File: src/hdl/keyed_multi_stack_engine_assert.svh
// Assertion macros for the keyed multi-stack engine.
// Used by the top level; needs nothing but a clock and an active-low reset.
`ifndef KEYED_MULTI_STACK_ENGINE_ASSERT_SVH
`define KEYED_MULTI_STACK_ENGINE_ASSERT_SVH

// Same-cycle implication, off while in reset.
`define KMS_ASSERT_NOW(label, clk, rst_n, ante, cons) \
    label: assert property (@(posedge clk) disable iff (!rst_n) (ante) |-> (cons)) \
        else $error("keyed_multi_stack_engine: same-cycle check failed");

// Next-cycle implication, off while in reset.
`define KMS_ASSERT_NXT(label, clk, rst_n, ante, cons) \
    label: assert property (@(posedge clk) disable iff (!rst_n) (ante) |=> (cons)) \
        else $error("keyed_multi_stack_engine: next-cycle check failed");

`endif

File: src/hdl/kms_pkg.sv
// Shared types and constants for the keyed multi-stack engine.
// No dependencies.
package kms_pkg;

    localparam int TYPE_SLOTS_DEF = 8;
    localparam int POOL_DEPTH_DEF = 64;
    localparam int ITEM_BITS_DEF  = 32;

    localparam int TYPE_W   = 8;
    localparam int ITEM_W   = 32;
    localparam int STATUS_W = 2;

    localparam logic KIND_PUSH = 1'b0;
    localparam logic KIND_POP  = 1'b1;

    typedef enum logic [STATUS_W-1:0] {
        ST_DONE  = 2'd0,
        ST_EMPTY = 2'd1,
        ST_FULL  = 2'd2
    } t_status;

    typedef struct packed {
        logic val_we;
        logic link_we;
    } t_pool_we;

endpackage

File: src/hdl/keyed_multi_stack_engine.sv
// Keyed multi-stack engine top level: type-slot table, pointers and request control.
// Uses kms_pkg, kms_pool and keyed_multi_stack_engine_assert.svh.
//
// One request per clock while busy is low: busy is set in reset and cleared by the clock
// once reset is released, and a request is taken whenever start is high and busy is low.
// Each request waits in a request register and is resolved into the result register
// behind o_valid, o_popped_item and o_status; the result stays for one cycle only and the
// receiver cannot stall it. The pool's read port is registered: the entry a request needs
// is read in the accept cycle from the pointers as the previous request leaves them, and
// the request is resolved and written back in the next cycle. No clearing pass after reset.
`include "keyed_multi_stack_engine_assert.svh"

module keyed_multi_stack_engine #(
    parameter int TYPE_SLOTS = kms_pkg::TYPE_SLOTS_DEF,
    parameter int POOL_DEPTH = kms_pkg::POOL_DEPTH_DEF,
    parameter int ITEM_BITS  = kms_pkg::ITEM_BITS_DEF
) (
    input  logic                         i_clk,
    input  logic                         i_rst_n,
    input  logic                         start,
    output logic                         busy,
    input  logic                         i_kind,
    input  logic [kms_pkg::TYPE_W-1:0]   i_type_code,
    input  logic [kms_pkg::ITEM_W-1:0]   i_item,
    output logic                         o_valid,
    output logic [kms_pkg::ITEM_W-1:0]   o_popped_item,
    output logic [kms_pkg::STATUS_W-1:0] o_status
);

    localparam int SLOT_W = (TYPE_SLOTS > 1) ? $clog2(TYPE_SLOTS) : 1;
    localparam int IDX_W  = $clog2(POOL_DEPTH);
    localparam int PTR_W  = $clog2(POOL_DEPTH+1);
    localparam int ITEM_W = kms_pkg::ITEM_W;
    localparam logic [PTR_W-1:0] NULL_PTR = PTR_W'(POOL_DEPTH);

    // slot table and pool pointers
    logic                       r_slot_used [TYPE_SLOTS];
    logic [kms_pkg::TYPE_W-1:0] r_slot_type [TYPE_SLOTS];
    logic [PTR_W-1:0]           r_stack_top [TYPE_SLOTS];
    logic [PTR_W-1:0]           r_free_head;
    logic [PTR_W-1:0]           r_never;
    logic                       n_slot_used [TYPE_SLOTS];
    logic [kms_pkg::TYPE_W-1:0] n_slot_type [TYPE_SLOTS];
    logic [PTR_W-1:0]           n_stack_top [TYPE_SLOTS];
    logic [PTR_W-1:0]           n_free_head;
    logic [PTR_W-1:0]           n_never;

    // request register
    logic                       r_busy;
    logic                       r_s1_valid;
    logic                       r_s1_kind;
    logic [kms_pkg::TYPE_W-1:0] r_s1_type;
    logic [ITEM_BITS-1:0]       r_s1_item;

    // result register
    logic                       r_out_valid;
    logic [ITEM_W-1:0]          r_out_item;
    kms_pkg::t_status           r_out_status;
    logic [ITEM_W-1:0]          n_out_item;
    kms_pkg::t_status           n_out_status;

    // pool access
    kms_pkg::t_pool_we          pool_we;
    logic [IDX_W-1:0]           wr_addr;
    logic [PTR_W-1:0]           wr_link;
    logic [IDX_W-1:0]           rd_addr;
    logic [ITEM_BITS-1:0]       rd_val;
    logic [PTR_W-1:0]           rd_link;

    logic                       accept;
    logic                       s0_hit;
    logic [SLOT_W-1:0]          s0_slot;
    logic [PTR_W-1:0]           rd_ptr;

    logic                       s1_hit;
    logic [SLOT_W-1:0]          s1_slot;
    logic                       s1_free;
    logic [SLOT_W-1:0]          s1_free_slot;
    logic [SLOT_W-1:0]          s1_tgt;
    logic [PTR_W-1:0]           s1_entry;
    logic [PTR_W-1:0]           s1_top;
    logic                       have_entry;

    assign accept = start && !busy;
    assign busy   = r_busy;

    kms_pool #(
        .POOL_DEPTH (POOL_DEPTH),
        .ITEM_BITS  (ITEM_BITS)
    ) u_pool (
        .i_clk     (i_clk),
        .i_rst_n   (i_rst_n),
        .i_we      (pool_we),
        .i_wr_addr (wr_addr),
        .i_wr_val  (r_s1_item),
        .i_wr_link (wr_link),
        .i_rd_addr (rd_addr),
        .o_rd_val  (rd_val),
        .o_rd_link (rd_link)
    );

    // resolve the registered request against the current tables
    always_comb begin
        s1_hit       = 1'b0;
        s1_slot      = '0;
        s1_free      = 1'b0;
        s1_free_slot = '0;
        for (int k = 0; k < TYPE_SLOTS; k++) begin
            if (!s1_hit && r_slot_used[k] && (r_slot_type[k] == r_s1_type)) begin
                s1_hit  = 1'b1;
                s1_slot = SLOT_W'(k);
            end
            if (!s1_free && !r_slot_used[k]) begin
                s1_free      = 1'b1;
                s1_free_slot = SLOT_W'(k);
            end
        end
        s1_tgt     = s1_hit ? s1_slot : s1_free_slot;
        s1_top     = r_stack_top[s1_slot];
        have_entry = (r_free_head != NULL_PTR) || (r_never != NULL_PTR);
        s1_entry   = (r_free_head != NULL_PTR) ? r_free_head : r_never;

        n_slot_used  = r_slot_used;
        n_slot_type  = r_slot_type;
        n_stack_top  = r_stack_top;
        n_free_head  = r_free_head;
        n_never      = r_never;
        n_out_item   = '0;
        n_out_status = kms_pkg::ST_DONE;
        pool_we      = '0;
        wr_addr      = s1_entry[IDX_W-1:0];
        wr_link      = s1_hit ? s1_top : NULL_PTR;

        if (r_s1_valid) begin
            if (r_s1_kind == kms_pkg::KIND_PUSH) begin
                if ((s1_hit || s1_free) && have_entry) begin
                    if (!s1_hit) begin
                        n_slot_used[s1_tgt] = 1'b1;
                        n_slot_type[s1_tgt] = r_s1_type;
                    end
                    if (r_free_head != NULL_PTR) begin
                        n_free_head = rd_link;
                    end else begin
                        n_never = r_never + 1'b1;
                    end
                    n_stack_top[s1_tgt] = s1_entry;
                    pool_we.val_we      = 1'b1;
                    pool_we.link_we     = 1'b1;
                end else begin
                    n_out_status = kms_pkg::ST_FULL;
                end
            end else begin
                if (s1_hit && (s1_top != NULL_PTR)) begin
                    n_out_item           = ITEM_W'(rd_val);
                    n_stack_top[s1_slot] = rd_link;
                    n_free_head          = s1_top;
                    wr_addr              = s1_top[IDX_W-1:0];
                    wr_link              = r_free_head;
                    pool_we.link_we      = 1'b1;
                end else begin
                    n_out_status = kms_pkg::ST_EMPTY;
                end
            end
        end
    end

    // entry to read for the incoming request, from the tables as they will stand
    always_comb begin
        s0_hit  = 1'b0;
        s0_slot = '0;
        for (int k = 0; k < TYPE_SLOTS; k++) begin
            if (!s0_hit && n_slot_used[k] && (n_slot_type[k] == i_type_code)) begin
                s0_hit  = 1'b1;
                s0_slot = SLOT_W'(k);
            end
        end
        if (i_kind == kms_pkg::KIND_POP) begin
            rd_ptr = s0_hit ? n_stack_top[s0_slot] : NULL_PTR;
        end else begin
            rd_ptr = n_free_head;
        end
        rd_addr = (rd_ptr != NULL_PTR) ? rd_ptr[IDX_W-1:0] : '0;
    end

    always_ff @(posedge i_clk) begin
        r_slot_type <= n_slot_type;
        r_stack_top <= n_stack_top;
        r_s1_kind   <= i_kind;
        r_s1_type   <= i_type_code;
        r_s1_item   <= ITEM_BITS'(i_item);
        r_out_item  <= n_out_item;
    end

    always_ff @(posedge i_clk) begin
        if (!i_rst_n) begin
            for (int k = 0; k < TYPE_SLOTS; k++) begin
                r_slot_used[k] <= 1'b0;
            end
            r_free_head  <= NULL_PTR;
            r_never      <= '0;
            r_busy       <= 1'b1;
            r_s1_valid   <= 1'b0;
            r_out_valid  <= 1'b0;
            r_out_status <= kms_pkg::ST_DONE;
        end else begin
            r_slot_used  <= n_slot_used;
            r_free_head  <= n_free_head;
            r_never      <= n_never;
            r_busy       <= 1'b0;
            r_s1_valid   <= accept;
            r_out_valid  <= r_s1_valid;
            r_out_status <= n_out_status;
        end
    end

    assign o_valid       = r_out_valid;
    assign o_popped_item = r_out_item;
    assign o_status      = r_out_status;

    `KMS_ASSERT_NXT(a_accept_loads_request, i_clk, i_rst_n, accept, r_s1_valid)
    `KMS_ASSERT_NXT(a_request_gives_result, i_clk, i_rst_n, r_s1_valid, o_valid)
    `KMS_ASSERT_NOW(a_fail_returns_zero, i_clk, i_rst_n, o_valid && (o_status != kms_pkg::ST_DONE), o_popped_item == '0)
    `KMS_ASSERT_NOW(a_counter_in_range, i_clk, i_rst_n, 1'b1, (r_never <= NULL_PTR) && (r_free_head <= NULL_PTR))
    `KMS_ASSERT_NOW(a_push_claims_entry, i_clk, i_rst_n, pool_we.val_we, !have_entry == 1'b0)

endmodule

File: src/hdl/kms_pool.sv
// Shared entry pool: item values and links, one write and one registered read per cycle.
// Forwards a write to a read of the same entry in the same cycle. Uses kms_pkg.
module kms_pool #(
    parameter int POOL_DEPTH = kms_pkg::POOL_DEPTH_DEF,
    parameter int ITEM_BITS  = kms_pkg::ITEM_BITS_DEF
) (
    input  logic                            i_clk,
    input  logic                            i_rst_n,
    input  kms_pkg::t_pool_we               i_we,
    input  logic [$clog2(POOL_DEPTH)-1:0]   i_wr_addr,
    input  logic [ITEM_BITS-1:0]            i_wr_val,
    input  logic [$clog2(POOL_DEPTH+1)-1:0] i_wr_link,
    input  logic [$clog2(POOL_DEPTH)-1:0]   i_rd_addr,
    output logic [ITEM_BITS-1:0]            o_rd_val,
    output logic [$clog2(POOL_DEPTH+1)-1:0] o_rd_link
);

    localparam int PTR_W = $clog2(POOL_DEPTH+1);

    logic [ITEM_BITS-1:0] mem_val  [POOL_DEPTH];
    logic [PTR_W-1:0]     mem_link [POOL_DEPTH];

    logic [ITEM_BITS-1:0] r_rd_val;
    logic [PTR_W-1:0]     r_rd_link;
    logic                 r_fwd_val;
    logic                 r_fwd_link;
    logic [ITEM_BITS-1:0] r_fwd_val_data;
    logic [PTR_W-1:0]     r_fwd_link_data;
    logic                 same_addr;

    assign same_addr = (i_wr_addr == i_rd_addr);

    always_ff @(posedge i_clk) begin
        if (i_we.val_we) begin
            mem_val[i_wr_addr] <= i_wr_val;
        end
        if (i_we.link_we) begin
            mem_link[i_wr_addr] <= i_wr_link;
        end
        r_rd_val        <= mem_val[i_rd_addr];
        r_rd_link       <= mem_link[i_rd_addr];
        r_fwd_val_data  <= i_wr_val;
        r_fwd_link_data <= i_wr_link;
    end

    always_ff @(posedge i_clk) begin
        if (!i_rst_n) begin
            r_fwd_val  <= 1'b0;
            r_fwd_link <= 1'b0;
        end else begin
            r_fwd_val  <= i_we.val_we && same_addr;
            r_fwd_link <= i_we.link_we && same_addr;
        end
    end

    assign o_rd_val  = r_fwd_val  ? r_fwd_val_data  : r_rd_val;
    assign o_rd_link = r_fwd_link ? r_fwd_link_data : r_rd_link;

endmodule
File: config.mk
export PLATFORM = sky130hd
export DESIGN_NAME = keyed_multi_stack_engine
export DESIGN_NICKNAME = d
export VERILOG_FILES = /design/src/hdl/kms_pkg.sv /design/src/hdl/keyed_multi_stack_engine.sv /design/src/hdl/kms_pool.sv
export VERILOG_INCLUDE_DIRS = /design/src /design/src/hdl
export SDC_FILE = /design/constraint.sdc
export NUM_CORES = 2
export LEC_CHECK = 0
export ABC_AREA = 1
export BUFFER_PORTS_ARGS = -buffer_cell sky130_fd_sc_hd__buf_2
export CAP_MARGIN = 20
export CORE_MARGIN = 2
export CORE_UTILIZATION = 64
export DETAILED_ROUTE_END_ITERATION = 10
export PLACE_DENSITY_LB_ADDON = 0.1
export SETUP_SLACK_MARGIN = 0.4
export SYNTH_ARGS = -nofsm -noshare
export SYNTH_HDL_FRONTEND = slang
export SYNTH_SLANG_ARGS = --single-unit
File: constraint.sdc
create_clock -name i_clk -period 8.47 [get_ports i_clk]
set_input_delay 0 -clock i_clk [delete_from_list [all_inputs] [get_ports i_clk]]
set_output_delay 0 -clock i_clk [all_outputs]
set_load 0.01 [all_outputs]
* Word-level counts from Yosys, hierarchy flattened
Memories as Yosys holds them, arrays and structs flattened. A register that Yosys moved wholly into a read port is not among the register bits. Cells that the tools add are included.
Storage, ports and cells: output and inout bits 36, memories 2, flip-flop bits (word level) 261, input bits 44, RAM bits 2496
Memories:
- u_pool.mem_val | depth 64, bits a word 32, rd ports 1, clocked after Yosys merged registers in 1, wr ports 1, line kms_pool.sv:20 | logic [ITEM_BITS-1:0] mem_val [POOL_DEPTH];
- u_pool.mem_link | depth 64, bits a word 7, rd ports 1, clocked after Yosys merged registers in 1, wr ports 1, line kms_pool.sv:21 | logic [PTR_W-1:0] mem_link [POOL_DEPTH];
Operators by class: $lt $le $gt $ge 5, reductions and logical operators 77, $add $sub $neg 1, equal/unequal tests 21, bitwise logic cells 6, mux-type cells 106
Operators with widths (number):
- 64-bit two-way mux | 4
- 56-bit two-way mux | 4
- 7-bit two-way mux | 19
- 8-bit equality test | 16
- 56-bit bitwise mux | 2
- 64-bit bitwise mux | 1
- 3-bit two-way mux | 18
- 1-bit logical AND | 44
- 7-bit binary-select mux with 3-bit select | 2
- 7-bit demux with 3-bit select | 2
- 8-bit two-way mux | 5
- 1-bit two-way mux | 37
- 32-bit two-way mux | 1
- 1-bit logical NOT | 28
- 7-bit != test, second input constant | 4
- 8-bit demux with 3-bit select | 1
- 6-bit two-way mux | 4
- 4-bit greater-or-equal comparator, second input constant | 3
- 3-bit inverter with 4-bit output | 3
- 2-bit two-way mux | 5
- 4-bit by 1-bit < comparator with 1-bit output, second input constant | 2
- 8-bit bitwise OR | 1
- 7-bit by 1-bit adder with 7-bit output, second input constant | 1
- 6-bit equality test | 1
- other kinds (6) | 8

* Depth between registers and ports, before layout
depth after elaboration 83, depth in mapped cells 47, depth with buffers taken out 42

* Modules after synthesis
A second synthesis with hierarchy kept.
Unflattened totals: cells, all modules 10704, area, all modules 116455.4 sq um
By module, submodules not included:
- kms_pool | cells an instance 8444, seq. area each 76553.4 sq um, instances 1, area an instance 102633.4 sq um
- keyed_multi_stack_engine | cells an instance 2260, seq. area each 4404.2 sq um, instances 1, area an instance 13822.0 sq um

* Worst setup path after synthesis
OpenSTA, ideal clock, no wires.
kind reg-to-reg, start register r_s1_type[1] in the netlist's numbering, end memory u_pool.mem_val[48][0] in the netlist's numbering (enable), cell stages (with the launch flop) 31, library setup time 461 ps, path buffers 5, slack 1837 ps, clock period less this slack 6633 ps, arrival time 6172 ps, path through dfxtp_1 > buf_4 > inv_4 > buf_6 > nand2_1 > nand2_1 > nor3b_1 > nand2_1 > nor3_2 > nand2_2 > nand2_2 > inv_1 > nand2_2 > buf_2 > nand2_1 > a22oi_1 > nand4_1 > nand2_1 > nor2_1 > nand2_2 > nand2_1 > buf_4 > nor2_1 > inv_1 > or2_2 > o21ai_0 > inv_1 > nor2_1 > nand2_1 > clkbuf_1 > nor3_1
Between the ends: longest elaborated chain between the ends 40, elaborated cells between the ends (all ways) 61
RTL lines:
- from (decl) | line keyed_multi_stack_engine.sv:52 | logic [kms_pkg::TYPE_W-1:0] r_s1_type;
- from (signal assigned) | line keyed_multi_stack_engine.sv:189 | r_s1_type <= i_type_code;
- 8-bit equality test | line keyed_multi_stack_engine.sv:109 | if (!s1_hit && r_slot_used[k] && (r_slot_type[k] == r_s1_type)) begin
- 1-bit logical AND | line keyed_multi_stack_engine.sv:109
- 1-bit two-way mux | line keyed_multi_stack_engine.sv:109
- 1-bit logical NOT | line keyed_multi_stack_engine.sv:109
- 1-bit logical AND (2 in series) | line keyed_multi_stack_engine.sv:109
- 1-bit two-way mux | line keyed_multi_stack_engine.sv:109
- 1-bit logical NOT | line keyed_multi_stack_engine.sv:109
- 1-bit logical AND (2 in series) | line keyed_multi_stack_engine.sv:109
- (+21 left out)
- 3-bit inverter with 4-bit output (not written as such) | line keyed_multi_stack_engine.sv:119 | s1_top = r_stack_top[s1_slot];
- 7-bit binary-select mux with 3-bit select | line keyed_multi_stack_engine.sv:119
- 7-bit two-way mux (not written as such) (2 in series) | line keyed_multi_stack_engine.sv:119
- 7-bit != test | line keyed_multi_stack_engine.sv:153 | if (s1_hit && (s1_top != NULL_PTR)) begin
- 1-bit logical AND | line keyed_multi_stack_engine.sv:153
- 6-bit two-way mux | line keyed_multi_stack_engine.sv:153
- 6-bit two-way mux | line keyed_multi_stack_engine.sv:135 | if (r_s1_kind == kms_pkg::KIND_PUSH) begin
- 6-bit two-way mux | line keyed_multi_stack_engine.sv:134 | if (r_s1_valid) begin
- to (decl) | line kms_pool.sv:20
Several ways; a longest one is shown, not always the timed one. The select of a mux whose other input is x is not followed.

* Final worst setup path
start register r_s1_type[7] in the netlist's numbering, end register u_pool.r_rd_val[0] (read register of u_pool.mem_val)
Between the ends: longest elaborated chain between the ends 81, elaborated cells between the ends (all ways) 142
RTL lines:
- 8-bit equality test | line keyed_multi_stack_engine.sv:109
- 1-bit logical AND | line keyed_multi_stack_engine.sv:109
- 1-bit two-way mux | line keyed_multi_stack_engine.sv:109
- 1-bit logical NOT | line keyed_multi_stack_engine.sv:109
- 1-bit logical AND (2 in series) | line keyed_multi_stack_engine.sv:109
- 1-bit two-way mux | line keyed_multi_stack_engine.sv:109
- 1-bit logical NOT | line keyed_multi_stack_engine.sv:109
- 1-bit logical AND (2 in series) | line keyed_multi_stack_engine.sv:109
- (+62 left out)
- 3-bit two-way mux | line keyed_multi_stack_engine.sv:172 | if (!s0_hit && n_slot_used[k] && (n_slot_type[k] == i_type_code)) begin
- 3-bit inverter with 4-bit output (not written as such) | line keyed_multi_stack_engine.sv:178 | rd_ptr = s0_hit ? n_stack_top[s0_slot] : NULL_PTR;
- 7-bit binary-select mux with 3-bit select | line keyed_multi_stack_engine.sv:178
- 7-bit two-way mux (not written as such) (2 in series) | line keyed_multi_stack_engine.sv:178
- 7-bit two-way mux | line keyed_multi_stack_engine.sv:178
- 7-bit two-way mux * | line keyed_multi_stack_engine.sv:177 | if (i_kind == kms_pkg::KIND_POP) begin
- 7-bit != test | line keyed_multi_stack_engine.sv:182 | rd_addr = (rd_ptr != NULL_PTR) ? rd_ptr[IDX_W-1:0] : '0;
- 6-bit two-way mux * | line keyed_multi_stack_engine.sv:182
- to (decl) | line kms_pool.sv:23 | logic [ITEM_BITS-1:0] r_rd_val;
Every way passes the cells marked *; elsewhere a longest branch is shown, timed or not. The select of a mux whose other input is x is not followed. A chain may end at the register's enable or synchronous reset.

==> impl_metrics.env <==
export IMPL_status="finished clean"
export IMPL_max_stage_delay_ps=550
export IMPL_crit_path_start="r_s1_type[7]"
export IMPL_wl_um=395000
export IMPL_cts_htree_levels=5
export IMPL_worst_hold_path_type="input port to flip-flop"
export IMPL_numCtsBuffers=306
export IMPL_critPathKind="flip-flop to flip-flop"
export IMPL_power_density_nw_per_um2=212
export IMPL_start_util_pct=64.3
export IMPL_grt_pass1_wl_um=577000
export IMPL_final_cell_mix="nand3_1, edfxtp_1, nand2_1, inv_1, nand3b_1"
export IMPL_grt_use_total_pct=39.3
export IMPL_r2r_setup_slack_ps=740
export IMPL_rr_startpoint="r_s1_type[7]"
export IMPL_vias=94300
export IMPL_routedWlPerCell_um=26.1
export IMPL_synth_cell_types=58
export IMPL_n_fill_cell=13200
export IMPL_worstPathMaxFanout=33
export IMPL_path_delay_family="simple AND/OR/NAND/NOR gates"
export IMPL_die_w_um=446
export IMPL_async_flop_share_pct=0
export IMPL_die_y_um=446
export IMPL_clk_path_buf_depth=4
export IMPL_finalWorstSetupSlack_ps=745
export IMPL_synth_area_per_cell_um2=10.4
export IMPL_fin_worst_skew_ps=75.2
export IMPL_leakage_nw=57.0
export IMPL_slew_viol_final=0
export IMPL_arrival_ps=8610
export IMPL_holdPathEnd="r_never[4]"
export IMPL_relSlewSlack_pct=17.7
export IMPL_ff_latch_area_um2=81000
export IMPL_drtAntennaViolNets=0
export IMPL_reg2reg_depth=37
export IMPL_multiInputGateArea_um2=34300
export IMPL_post_route_period_util_pct=91.2
export IMPL_drv_cap=0
export IMPL_rsz0062_at_grt="yes"
export IMPL_drc=0
export IMPL_mostFrequentLayoutCell="nand3_1"
export IMPL_ys_flop_type="edfxtp_1"
export IMPL_grt_pass1_vias=90500
export IMPL_first_pass_iters=6
export IMPL_syn_nets=12100
export IMPL_slowest_stage="dfxtp_1"
export IMPL_clockRootBuffer="clkbuf_16"
export IMPL_die_area_um2=199000
export IMPL_ys_ff_latch=2796
export IMPL_finalSetupViolCount=0
export IMPL_synthCells=12100
export IMPL_clock_fmax_ghz=0.129
export IMPL_gp_congestion=0.917
export IMPL_syn_area_um2=125000
export IMPL_min_period_ps=7730
export IMPL_yosysSeqAreaShare_pct=64.7
export IMPL_fin_nets=12400
export IMPL_hp_start="i_rst_n"
export IMPL_whs_path_depth=4
export IMPL_hold_viol=0
export IMPL_vdd_drop_max_mv=0.235
export IMPL_io_pins=80
export IMPL_globalRoute_totalOverflow=0
export IMPL_clock_sinks=2796
export IMPL_syn2layout_area_growth_pct=14.7
export IMPL_viasPerCell=6.22
export IMPL_path_buf_inv=6
export IMPL_worst_endpoint_required_ps=9360
export IMPL_cp_common_cell="nand3_1"
export IMPL_antenna_found_initial=14
export IMPL_worst_pin_slew_ps=1230
export IMPL_fin_tns_setup_ps=0
export IMPL_fp_coreArea_um2=195000
export IMPL_end_kind="flip-flop"
export IMPL_dp_slack_ps=659
export IMPL_drive_above_1_share_pct=10.7
export IMPL_rows=162
export IMPL_r2r_end="u_pool.r_rd_val[0]"
export IMPL_startpoint_type="flip-flop"
export IMPL_clk_pin_slew_ps=60
export IMPL_io_buffers=79
export IMPL_clkLatencyLatePin_ps=980
export IMPL_synth_edff_count=2496
export IMPL_grt_max_degree=112
export IMPL_holdWs_ps=71.0
export IMPL_dp_hpwl_um=230000
export IMPL_cts_tree="done"
export IMPL_yosysWarnings=0
export IMPL_drt_initial_drc_count=13600
export IMPL_final_core_util_pct=73.8
==> worst register-to-register path, delay by kind of cell (launching register included) <==
kind | cells | cell delay (ps)
compound gates | 3 | 830
buf+inv | 6 | 1480
simple gates | 28 | 4860
flops | 1 | 550
==> kinds of logic (layout without fill, tap and decap cells) <==
kind of cell / count (synthesis) / count (layout) / synth area share (%)
mux: 35 / 35 / 0.280
flops: 2796 / 2796 / 64.7
xor+xnor: 32 / 32 / 0.224
simple gates: 6254 / 6255 / 24.5
fa+ha+maj: 2 / 2 / 0.0200
compound gates: 414 / 414 / 1.94
buf+inv: 2526 / 3076 / 8.31
other cells: 0 / 6 / 0
==> through the flow <==
step / area (um^2) / instances / power (mW)
after floorplan: 125000 / 12100 / 16.7
after global placement: 133000 / 14500 / 17.6
after detailed placement: 133000 / 14500 / 17.6
after CTS: 143000 / 15100 / 30.4
after global routing: 144000 / 15200 / 31.2
final: 144000 / 15200 / 30.4
==> power breakdown <==
| group | switching (mW) | internal (mW) |
|---|---|---|
| clock network | 5.37 | 7.62 |
| registers | 0.144 | 15.1 |
| logic | 1.50 | 0.686 |
==> synthesized netlist by cell type, types with 3 or more instances <==
cell type / instances / area, um^2
or2_1: 4 / 25.0
edfxtp_1: 2496 / 75000
nand3_2: 8 / 80.1
buf_2: 436 / 2180
nor3_1: 73 / 365
clkbuf_1: 205 / 769
xor2_1: 23 / 201
buf_1: 67 / 251
o21ai_0: 123 / 616
nor2_2: 12 / 75.1
a2bb2oi_1: 3 / 26.3
o211ai_1: 70 / 526
and2_1: 3 / 18.8
nor2_4: 7 / 78.8
o22ai_1: 12 / 75.1
clkbuf_4: 6 / 45.0
a21oi_1: 112 / 561
or2_2: 19 / 119
nand2_4: 3 / 33.8
inv_1: 1713 / 6430
mux2i_1: 35 / 350
clkinv_1: 9 / 33.8
dfxtp_1: 300 / 6010
a31oi_1: 10 / 62.6
nor3b_1: 4 / 30.0
o21ai_2: 6 / 52.6
nand3b_1: 862 / 6470
a22oi_1: 27 / 203
nand3_1: 2722 / 13600
nand4_1: 37 / 231
buf_6: 23 / 259
nor2_1: 306 / 1150
inv_2: 26 / 97.6
nand2_2: 16 / 100
o21ai_1: 37 / 185
buf_4: 37 / 278
nor4_1: 6 / 37.5
nand2_1: 2163 / 8120
xnor2_1: 9 / 78.8
==> sequential cells by signal (all words and copies together) (netlist names), 2 cells and up <==
signal,cells
o_popped_item,32
o_status,2
r_free_head,7
r_never,7
r_s1_item,32
r_s1_type,8
r_slot_type,64
r_slot_used,8
r_stack_top,56
u_pool.mem_link,448
u_pool.mem_val,2048
u_pool.r_fwd_link_data,7
u_pool.r_fwd_val_data,32
u_pool.r_rd_link,7
u_pool.r_rd_val,32
==> how the worst max path moves through the flow <==
stage	end	slack, ps	cells past startpoint
2_1_floorplan	u_pool.mem_val[48][0]	1840	30
3_3_place_gp	u_pool.r_rd_val[22]	760	38
3_5_place_dp	u_pool.r_rd_val[0]	660	38
4_1_cts	u_pool.r_rd_val[0]	640	37
5_1_grt	u_pool.r_rd_val[22]	340	41
6_report	u_pool.r_rd_val[0]	740	37
==> what timing repair did <==
item,in CTS,in global routing
buffers inserted,0,5
endpoints found under the setup margin,0,21
gates resized for setup,0,7
hold buffers,88,0
hold endpoints to repair,72,0
==> metal layers <==
layer	wire length (um)	global-route usage, %
met4	22700	20.2
met3	46100	8.09
met1	145000	52.3
met5	71	0
met2	181000	61.7
==> final cells by class <==
cell class	instances	area share (%)
diodes	6	0.0105
clock buffers	407	5.84
clock inverters	127	0.866
inverters	1750	4.60
multi-input cells	6738	23.9
flip-flops and latches	2796	56.4
well taps	2542	2.22
repair buffers	792	6.10
Note: power is estimated with default switching activity, not from simulation.
